`src/design/mas_pkg.sv`:
```
// Shared types and constants of the perceptron anomaly scorer.
package mas_pkg;

    localparam int MAX_INPUT    = 256;
    localparam int MAX_HIDDEN1  = 128;
    localparam int MAX_HIDDEN2  = 64;
    localparam int IN_AW        = $clog2(MAX_INPUT);
    localparam int H1_AW        = $clog2(MAX_HIDDEN1);
    localparam int H2_AW        = $clog2(MAX_HIDDEN2);
    localparam int ACC_W        = 44;
    localparam int Q_W          = ACC_W - 12;

    localparam logic [1:0] CMD_WEIGHT  = 2'd0;
    localparam logic [1:0] CMD_BIAS    = 2'd1;
    localparam logic [1:0] CMD_FEATURE = 2'd2;

    localparam logic [1:0] LAYER_FIRST  = 2'd0;
    localparam logic [1:0] LAYER_SECOND = 2'd1;
    localparam logic [1:0] LAYER_OUTPUT = 2'd2;

    localparam logic [1:0] REG_INPUT_LENGTH    = 2'd0;
    localparam logic [1:0] REG_HIDDEN1_WIDTH   = 2'd1;
    localparam logic [1:0] REG_HIDDEN2_WIDTH   = 2'd2;
    localparam logic [1:0] REG_LOGIT_THRESHOLD = 2'd3;

    typedef struct packed {
        logic [1:0]         command;
        logic [1:0]         layer;
        logic [6:0]         neuron;
        logic [7:0]         position;
        logic signed [15:0] value;
    } in_item_t;

    typedef struct packed {
        logic signed [23:0] logit;
        logic               anomaly;
    } out_item_t;

    typedef struct packed {
        logic               load_we;
        logic               feat_we;
        logic [IN_AW-1:0]   feat_addr;
        logic [1:0]         layer;
        logic [7:0]         neuron;
        logic [8:0]         tap;
        logic               bias_rd;
        logic               mac_rd;
        logic               store;
        logic signed [23:0] threshold;
    } ctl_cmd_t;

endpackage

```
`src/design/mas_ctrl.sv`:
```
// Controller of the scorer: configuration registers, window count and layer sequencer.
module mas_ctrl (
    input  logic              clk,
    input  logic              rst_n,
    input  logic              start,
    input  mas_pkg::in_item_t item,
    output logic              busy,
    input  logic              cfg_valid,
    output logic              cfg_ready,
    input  logic [1:0]        cfg_index,
    input  logic [23:0]       cfg_data,
    output mas_pkg::ctl_cmd_t cmd
);
    import mas_pkg::*;

    typedef enum logic [4:0] {
        S_IDLE  = 5'b00001,
        S_BIAS  = 5'b00010,
        S_MAC   = 5'b00100,
        S_DRAIN = 5'b01000,
        S_STORE = 5'b10000
    } state_t;

    state_t             state_reg, state_next;
    logic [8:0]         len_reg;
    logic [7:0]         h1_reg;
    logic [6:0]         h2_reg;
    logic signed [23:0] thr_reg;
    logic [8:0]         count_reg, count_next;
    logic [1:0]         layer_reg, layer_next;
    logic [7:0]         j_reg, j_next;
    logic [8:0]         k_reg, k_next;
    logic [1:0]         drain_reg, drain_next;
    logic [8:0]         n0, n1, n2;
    logic [8:0]         fan_in;
    logic [8:0]         neurons;
    logic               accept;

    assign cfg_ready = 1'b1;
    assign busy      = (state_reg != S_IDLE);
    assign accept    = start && !busy;

    always_comb
    begin
        n0 = (len_reg == 9'd0) ? 9'd1 :
             (len_reg > 9'(MAX_INPUT)) ? 9'(MAX_INPUT) : len_reg;
        n1 = (h1_reg == 8'd0) ? 9'd1 :
             ({1'b0, h1_reg} > 9'(MAX_HIDDEN1)) ? 9'(MAX_HIDDEN1) : {1'b0, h1_reg};
        n2 = (h2_reg == 7'd0) ? 9'd1 :
             ({2'b0, h2_reg} > 9'(MAX_HIDDEN2)) ? 9'(MAX_HIDDEN2) : {2'b0, h2_reg};
        case (layer_reg)
            LAYER_FIRST:
            begin
                fan_in  = n0;
                neurons = n1;
            end
            LAYER_SECOND:
            begin
                fan_in  = n1;
                neurons = n2;
            end
            default:
            begin
                fan_in  = n2;
                neurons = 9'd1;
            end
        endcase
    end

    always_ff @(posedge clk or negedge rst_n)
    begin
        if (!rst_n)
        begin
            len_reg <= 9'd200;
            h1_reg  <= 8'd128;
            h2_reg  <= 7'd64;
            thr_reg <= '0;
        end
        else if (cfg_valid && cfg_ready)
        begin
            case (cfg_index)
                REG_INPUT_LENGTH:    len_reg <= cfg_data[8:0];
                REG_HIDDEN1_WIDTH:   h1_reg  <= cfg_data[7:0];
                REG_HIDDEN2_WIDTH:   h2_reg  <= cfg_data[6:0];
                REG_LOGIT_THRESHOLD: thr_reg <= cfg_data;
                default:             thr_reg <= thr_reg;
            endcase
        end
    end

    always_comb
    begin
        state_next = state_reg;
        count_next = count_reg;
        layer_next = layer_reg;
        j_next     = j_reg;
        k_next     = k_reg;
        drain_next = drain_reg;
        cmd            = '0;
        cmd.layer      = layer_reg;
        cmd.neuron     = j_reg;
        cmd.tap        = k_reg;
        cmd.threshold  = thr_reg;
        cmd.feat_addr  = count_reg[IN_AW-1:0];
        cmd.load_we    = accept && (item.command == CMD_WEIGHT || item.command == CMD_BIAS);
        case (state_reg)
            S_IDLE:
            begin
                if (accept && item.command == CMD_FEATURE)
                begin
                    cmd.feat_we = (count_reg < 9'(MAX_INPUT));
                    if (count_reg + 9'd1 >= n0)
                    begin
                        count_next = '0;
                        layer_next = LAYER_FIRST;
                        j_next     = '0;
                        state_next = S_BIAS;
                    end
                    else
                    begin
                        count_next = count_reg + 9'd1;
                    end
                end
            end
            S_BIAS:
            begin
                cmd.bias_rd = 1'b1;
                k_next      = '0;
                state_next  = S_MAC;
            end
            S_MAC:
            begin
                cmd.mac_rd = 1'b1;
                if (k_reg + 9'd1 >= fan_in)
                begin
                    drain_next = '0;
                    state_next = S_DRAIN;
                end
                else
                begin
                    k_next = k_reg + 9'd1;
                end
            end
            S_DRAIN:
            begin
                drain_next = drain_reg + 2'd1;
                if (drain_reg == 2'd1)
                begin
                    state_next = S_STORE;
                end
            end
            S_STORE:
            begin
                cmd.store = 1'b1;
                if ({1'b0, j_reg} + 9'd1 < neurons)
                begin
                    j_next     = j_reg + 8'd1;
                    state_next = S_BIAS;
                end
                else if (layer_reg == LAYER_OUTPUT)
                begin
                    state_next = S_IDLE;
                end
                else
                begin
                    j_next     = '0;
                    layer_next = layer_reg + 2'd1;
                    state_next = S_BIAS;
                end
            end
            default:
            begin
                state_next = S_IDLE;
            end
        endcase
    end

    always_ff @(posedge clk or negedge rst_n)
    begin
        if (!rst_n)
        begin
            state_reg <= S_IDLE;
            count_reg <= '0;
            layer_reg <= LAYER_FIRST;
            j_reg     <= '0;
            k_reg     <= '0;
            drain_reg <= '0;
        end
        else
        begin
            state_reg <= state_next;
            count_reg <= count_next;
            layer_reg <= layer_next;
            j_reg     <= j_next;
            k_reg     <= k_next;
            drain_reg <= drain_next;
        end
    end

endmodule

```
`config.mk`:
```
export PLATFORM = sky130hd
export DESIGN_NAME = mas_ctrl
export DESIGN_NICKNAME = d
export VERILOG_FILES = /design/src/design/mas_pkg.sv /design/src/design/mas_ctrl.sv
export SDC_FILE = /design/constraint.sdc
export NUM_CORES = 1
export LEC_CHECK = 0
export BUFFER_PORTS_ARGS = -buffer_cell sky130_fd_sc_hd__clkbuf_2
export CORE_AREA = 8 8 136 138
export CTS_CLUSTER_SIZE = 10
export DETAILED_ROUTE_END_ITERATION = 7
export DIE_AREA = 0 0 144 146
export PLACE_DENSITY_LB_ADDON = 0.08
export SYNTH_ARGS = -nofsm -noshare
export SYNTH_HDL_FRONTEND = slang
export SYNTH_SLANG_ARGS = --single-unit
```
`constraint.sdc`:
```
create_clock -name clk -period 9.05 [get_ports clk]
set_input_delay 0.4525 -clock clk [delete_from_list [all_inputs] [get_ports clk]]
set_output_delay 0.4525 -clock clk [all_outputs]
set_load 0.02 [all_outputs]
```
==> flow_summary.ini, run 1 <==
[logic_synthesis]
synth_edf_count = 0
post-synth-top-count-cell = dfrtp_1
synth_top_area_share_pct = 40.0
post_synth.cell_area_avg_um2 = 10.4
synth_area_leaders = dfrtp_1, mux2_2, ha_1
synth_area_leader_cell = dfrtp_1
async_reset_ff_share_pct = 100
syn-cell-area_um2 = 4820
yosysWarnings = 0
synth_seq_cells = 83
syn_inst = 464
synthTopCellsByCount = dfrtp_1, mux2_2, nand2_1
ys_seq_area_share_pct = 43.2
ys.flop_type = dfrtp_1
synth_nets = 561
synth_cell_types = 59

[detailed_routing]
route.detailed.drc = 0
drt_iter0_drc = 168
totalWireLength_mm = 12.5
dr.pass1.iters = 5
vias = 3840
routedWlPerCell_um = 16.2
routed_via_density = 4.98
antenna_left = 0

[floorplanning]
core_area_um2 = 16300
rows = 47
floorplan.initialDensity_pct = 29.6
dieArea_um2 = 21000
die_y_um = 146
die_x_um = 144
top_level_ports = 123

[clock_tree]
cts_max_level = 3
cts_buffer_depth = 2
cts_sinks = 83
cts_made_buffers = 9
clk_pin_slew_ns = 0.06
tritoncts = done
clock-root-buffer = clkbuf_16
insertion_delay_ns = 0.34

[final_layout]
nNetsFinal = 643
drive_gt1_share_pct = 31.2
finish.utilization_pct = 35.3
area_growth_pct = 19.3
antenna_cells = 0
largest_register_ffs = 24

[sta]
post-route-period-util_pct = 41.2
fin_skew_ns = 0.00644
finalCriticalPeriod_ns = 3.73
slew_headroom_pct = 23.0
rsz0062_at_grt = false
fin_tns_setup_ns = 0
timing.final.hold_violations = 0
setup_viol = 0
drv_slew = 0
worst_pin_slew_ns = 1.15
fmax_mhz = 268

[grt]
grt_pass1_vias = 4015
antenna_found_initial = 0
grt_usage_pct = 12.5
grt_pass1_wl_mm = 20.7
grt_start_max_net_pins = 67
grt-ovfl-total = 0

[critical_path]
required_ns = 9.33
start_kind = flop
cp-end-kind = flop
arrival_ns = 4.01
critPathKind = reg2reg
path_max_fanout = 7

[power_and_ir_drop]
p_int_uw = 842
clkPwrFrac_pct = 28.0
p_switching_uw = 482
peakVddDrop_uv = 103
swShare_pct = 36.4
power.total_uw = 1320
p_per_area_nw_per_um2 = 230
p_seq_share_pct = 37.7
p_comb_share_pct = 34.2
p_leak_uw = 0.00269

[place]
dpl.hpwl_mm = 9.54
gp_congestion = 0.824
io_buffers = 88

[min_path]
hold_class = in2reg

[run_status]
status = complete, no violations

[flow_run]
cap_violations = 0
-- cell families (layout without fill, tap and decap cells) --
group | count (synthesis) | in the layout | share of synthesized area, %
other | 1 | 1 | 0.0778
adders and majority gates | 32 | 32 | 8.31
AOI/OAI and AO/OA | 89 | 89 | 12.8
muxes | 49 | 49 | 11.4
and+or+nand+nor | 154 | 154 | 17.2
xor gates and xnor gates | 18 | 18 | 3.27
buffers and inverters | 38 | 125 | 3.69
DFF | 83 | 83 | 43.2
-- layout make-up --
class	instances	area (um2)
fillers	1686	10500
multi-input cells	343	2560
flip-flops and latches	83	2080
repair buffers	91	468
well taps	220	275
clock buffers	12	246
inverters	18	67.6
clock inverters	4	51.3
-- power groups by stage --
| stage | Combinational (uW) | Clock, uW | Sequential (uW) |
|---|---|---|---|
| floorplan | 304 | 0 | 521 |
| global placement | 452 | 0 | 504 |
| detailed placement | 458 | 0 | 505 |
| CTS | 461 | 388 | 499 |
| global route | 511 | 405 | 508 |
| finish | 453 | 371 | 500 |
-- placed cells by master (no fill, tap or decap), drive strengths merged, types with 5 or more instances in the layout --
master,n
dfrtp,77
inv,17
and3,7
a22oi,7
o22ai,5
mux2,48
nand4,5
nand3,29
clkbuf,99
o21ai,23
nor4,6
xnor2,13
nand2,39
xor2,5
dfstp,6
ha,32
nand3b,6
nor2,16
a21oi,20
nor3,13
nand2b,12
or3,6
-- stage by stage --
step | hold WS, ns | setup slack (ns) | instances | cell area, um2
final | 0.336 | 5.32 | 771 | 5750
after floorplan | 0.157 | 5.60 | 464 | 4820
after global routing | 0.317 | 4.96 | 771 | 5750
after CTS | 0.323 | 5.32 | 771 | 5750
after detailed placement | 0.354 | 5.34 | 754 | 5440
after global placement | 0.352 | 5.36 | 754 | 5440
-- path summary, 6_finish.rpt --
| path | to | slack [ns] | cells past startpoint | from |
|---|---|---|---|---|
| setup / recovery | layer_reg[0] | 5.32 | 11 | j_reg[0] |
| hold / removal | thr_reg[16] | 0.34 | 2 | cfg_data[16] |
| setup reg to reg | layer_reg[0] | 5.32 | 11 | j_reg[0] |
| hold reg to reg | thr_reg[11] | 0.50 | 1 | thr_reg[11] |
| max in group asynchronous | k_reg[1] | 7.38 | 3 | rst_n |
| min in group asynchronous | count_reg[7] | 0.52 | 2 | rst_n |
-- timing repair --
action | CTS | global route
buffers inserted | 0 | 0
hold buffers | 1 | 0
hold endpoints to repair | 16 | 0
gates resized for setup | 0 | 0
-- metal layers --
layer | part of all wire [%] | wire length, um | GRT usage [%] | vias to the layer above
met2 | 45 | 5580 | 19.1 | 111
met1 | 48 | 5950 | 16.2 | 1846
met3 | 6.0 | 754 | 3.38 | 17
met4 | 1.8 | 228 | 5.05 | 0
met5 | 0 | 0 | 0 | -
li1 | - | - | - | 1866
-- worst max-delay path, cell delays in order (launching register included) --
cell       delay (ns)
dfrtp_1          0.48
ha_1             0.27
nand3_1          0.17
or3_1            0.45
xnor2_1          0.18
ha_1             0.31
nand3_1          0.10
or3_1            0.46
a2111oi_2        0.59
nor3_1           0.18
nor3_1           0.25
mux2_2           0.22
Note: power is estimated with default switching activity, not from simulation.
==> run 2: changes to the inputs <==
- ABC_AREA: not set -> 1
- clock period: 9.05 -> 3.3 ns (I/O delays scaled with it)
==> run 2 against run 1 <==
Effect of this change:
- the flow now finishes with violations (hold timing)
- total power grew to 2.7 times the previous value
- flip-flop and latch count stayed put
- fmax is 27% higher
- critical path depth is 4 higher
- critical endpoint is now count_reg[7]
- count of clock-buffer cells in the layout is 2 lower
- utilization hardly changed
- first-iteration DRC count is 9.5% lower
==> flow_summary.ini, run 2 <==
[place]
dpl.hpwl_mm = 9.48
place_ws_ns = 0.278
io_buffers = 88
gp_congestion = 0.770

[grt]
antenna_found_initial = 0
grt_pass1_vias = 4007
grt_start_max_net_pins = 77
grt_pass1_wl_mm = 20.3
grt-ovfl-total = 0
grt_usage_pct = 12.2

[final_layout]
multiInputGateArea_um2 = 2330
area_growth_pct = 20.0
antenna_cells = 0
seq_area_um2 = 2080
drive_gt1_share_pct = 21.4
final_common_cell = nand2_1
layout_common_cells = nand2_1, clkbuf_2, dfrtp_1
num-fill-cells = 1713
nNetsFinal = 764
largest_register_ffs = 24

[logic_synthesis]
yosysWarnings = 0
synth_area_leaders = dfrtp_1, nand2_1, ha_1
synthTopCellsByCount = nand2_1, dfrtp_1, inv_1
synth_nets = 678
synth_top_area_share_pct = 40.2
synth_seq_cells = 83
synth_cell_types = 41
post-synth-top-count-cell = nand2_1
post_synth.cell_area_avg_um2 = 8.26
syn-cell-area_um2 = 4800
synth_area_leader_cell = dfrtp_1
ys.flop_type = dfrtp_1
synth_edf_count = 0
syn_inst = 581
async_reset_ff_share_pct = 100
ys_seq_area_share_pct = 43.5

[sta]
slew_headroom_pct = 34.0
post-route-period-util_pct = 88.9
setup_viol = 0
timing.hold.ws_ns = -0.0201
fmax_mhz = 341
finalCriticalPeriod_ns = 2.93
fin_tns_setup_ns = 0
worst_pin_slew_ns = 0.990
timing.final.hold_violations = 21
rsz0062_at_grt = false
setup_ws_ns = 0.367
fin_skew_ns = 0.00962
drv_slew = 0

[detailed_routing]
route.detailed.drc = 0
vias = 4001
totalWireLength_mm = 12.2
routedWlPerCell_um = 13.6
drt_iter0_drc = 152
antenna_left = 0
dr.pass1.iters = 4
routed_via_density = 4.49

[power_and_ir_drop]
p_leak_uw = 0.00303
p_per_area_nw_per_um2 = 626
peakVddDrop_uv = 249

[floorplanning]
die_y_um = 146
core_area_um2 = 16300
top_level_ports = 123
die_x_um = 144
floorplan.initialDensity_pct = 29.4
dieArea_um2 = 21000
rows = 47

[critical_path]
cpPeakStageDelay_ns = 0.49
crit_path_top_delay_cell = or2_0
path_max_fanout = 9
crit_top_cell = nand2_1
critPathKind = reg2reg
required_ns = 3.49
cp-end-kind = flop
arrival_ns = 3.12
start_kind = flop
crit_chain = ha_1, nand2_1, inv_1, nand4_1, nor2_1, nand2_1, xor2_1, inv_1, ha_1, nand2_1, nor2_1, nand3b_1, nand4_1, or2_0, o22ai_1

[clock_tree]
tritoncts = done
cts_buffer_depth = 2
insertion_delay_ns = 0.35
cts_made_buffers = 9
cts_max_level = 3
clock-root-buffer = clkbuf_16
clk_pin_slew_ns = 0.07
postCtsHoldBufs = 0
cts_sinks = 83

[flow_run]
cap_violations = 0

[run_status]
status = finished with violations
failed_checks = hold timing

[min_path]
hold_class = in2async
run 2: cell count changes after synthesis, sizes merged, moves of 11 or more:
cell,previous run,this run
xnor2,13,2
inv,17,75
nor2,16,44
nand2b,12,0
o21ai,23,64
nand2,39,148
mux2,48,15
run 2: layout make-up:
type | instances | area share [%]
Multi-Input combinational cell | 404 | 40.5
Clock buffer | 10 | 3.98
Inverter | 75 | 4.89
Clock inverter | 6 | 1.17
Timing Repair Buffer | 94 | 8.48
Tap cell | 220 | 4.78
Sequential cell | 83 | 36.2
run 2: per-stage QoR:
step                cells  util [%]  cell area, um2  total power [uW]  hold slack [ns]
floorplan             581         -            4800              2270           -0.131
global placement      875      33.4            5450              2590            0.397
detailed placement    875      33.4            5450              2620            0.401
CTS                   891      35.2            5740              3670           0.0296
global route          892      35.3            5760              3900           0.0384
finish                892      35.3            5760              3600          -0.0201
run 2: path summary, 6_finish.rpt:
| kind | startpoint | endpoint | slack [ns] | cells after the start |
|---|---|---|---|---|
| worst max-delay path | count_reg[0] | count_reg[7] | 0.37 | 15 |
| worst min-delay path | rst_n | count_reg[5] | -0.02 | 1 |
| worst max register to register | count_reg[0] | count_reg[7] | 0.37 | 15 |
| worst min register to register | thr_reg[7] | thr_reg[7] | 0.50 | 2 |
| max in group asynchronous | rst_n | state_reg[1] | 2.63 | 2 |
| min in group clk | cfg_data[22] | thr_reg[22] | 0.05 | 2 |
run 2: layer usage:
metal	vias to the layer above	share of wire, %	GRT usage, %
li1	2061	-	-
met1	1831	48	15.9
met2	97	44	18.4
met3	12	6.8	3.38
met4	0	1.6	4.89
met5	-	0	0
run 2: cells by family (layout without fill, tap and decap cells):
kind of cell / after synthesis / count (layout) / synth area share (%)
and+or+nand+nor: 252 / 252 / 23.4
buffers and inverters: 94 / 185 / 8.11
AOI/OAI and AO/OA: 87 / 87 / 9.99
DFF: 83 / 83 / 43.5
adders and majority gates: 32 / 32 / 8.35
xor gates and xnor gates: 17 / 17 / 3.10
muxes: 15 / 15 / 3.52
other: 1 / 1 / 0.0782
run 2: power by group:
| part | switching (uW) | total (uW) | internal, uW |
|---|---|---|---|
| sequential | 158 | 1360 | 1200 |
| combinational | 778 | 1220 | 439 |
| clock | 436 | 1020 | 588 |
| total | 1370 | 3600 | 2230 |
run 2: what timing repair did:
action                     in CTS  in global routing
hold endpoints to repair        0                  0
resized for setup               0                  2
setup buffers                   0                  1
setup endpoints to repair       0                  9
run 2: worst max-delay path: cells and delay by family, from the launching register on:
family                   cells  cell delay (ns)
AO/OA/AOI/OAI                1             0.18
XOR/XNOR                     1             0.18
adder cells (fa/ha/maj)      2             0.48
buffers and inverters        2             0.20
flip-flops                   1             0.43
AND/OR/NAND/NOR              9             1.30
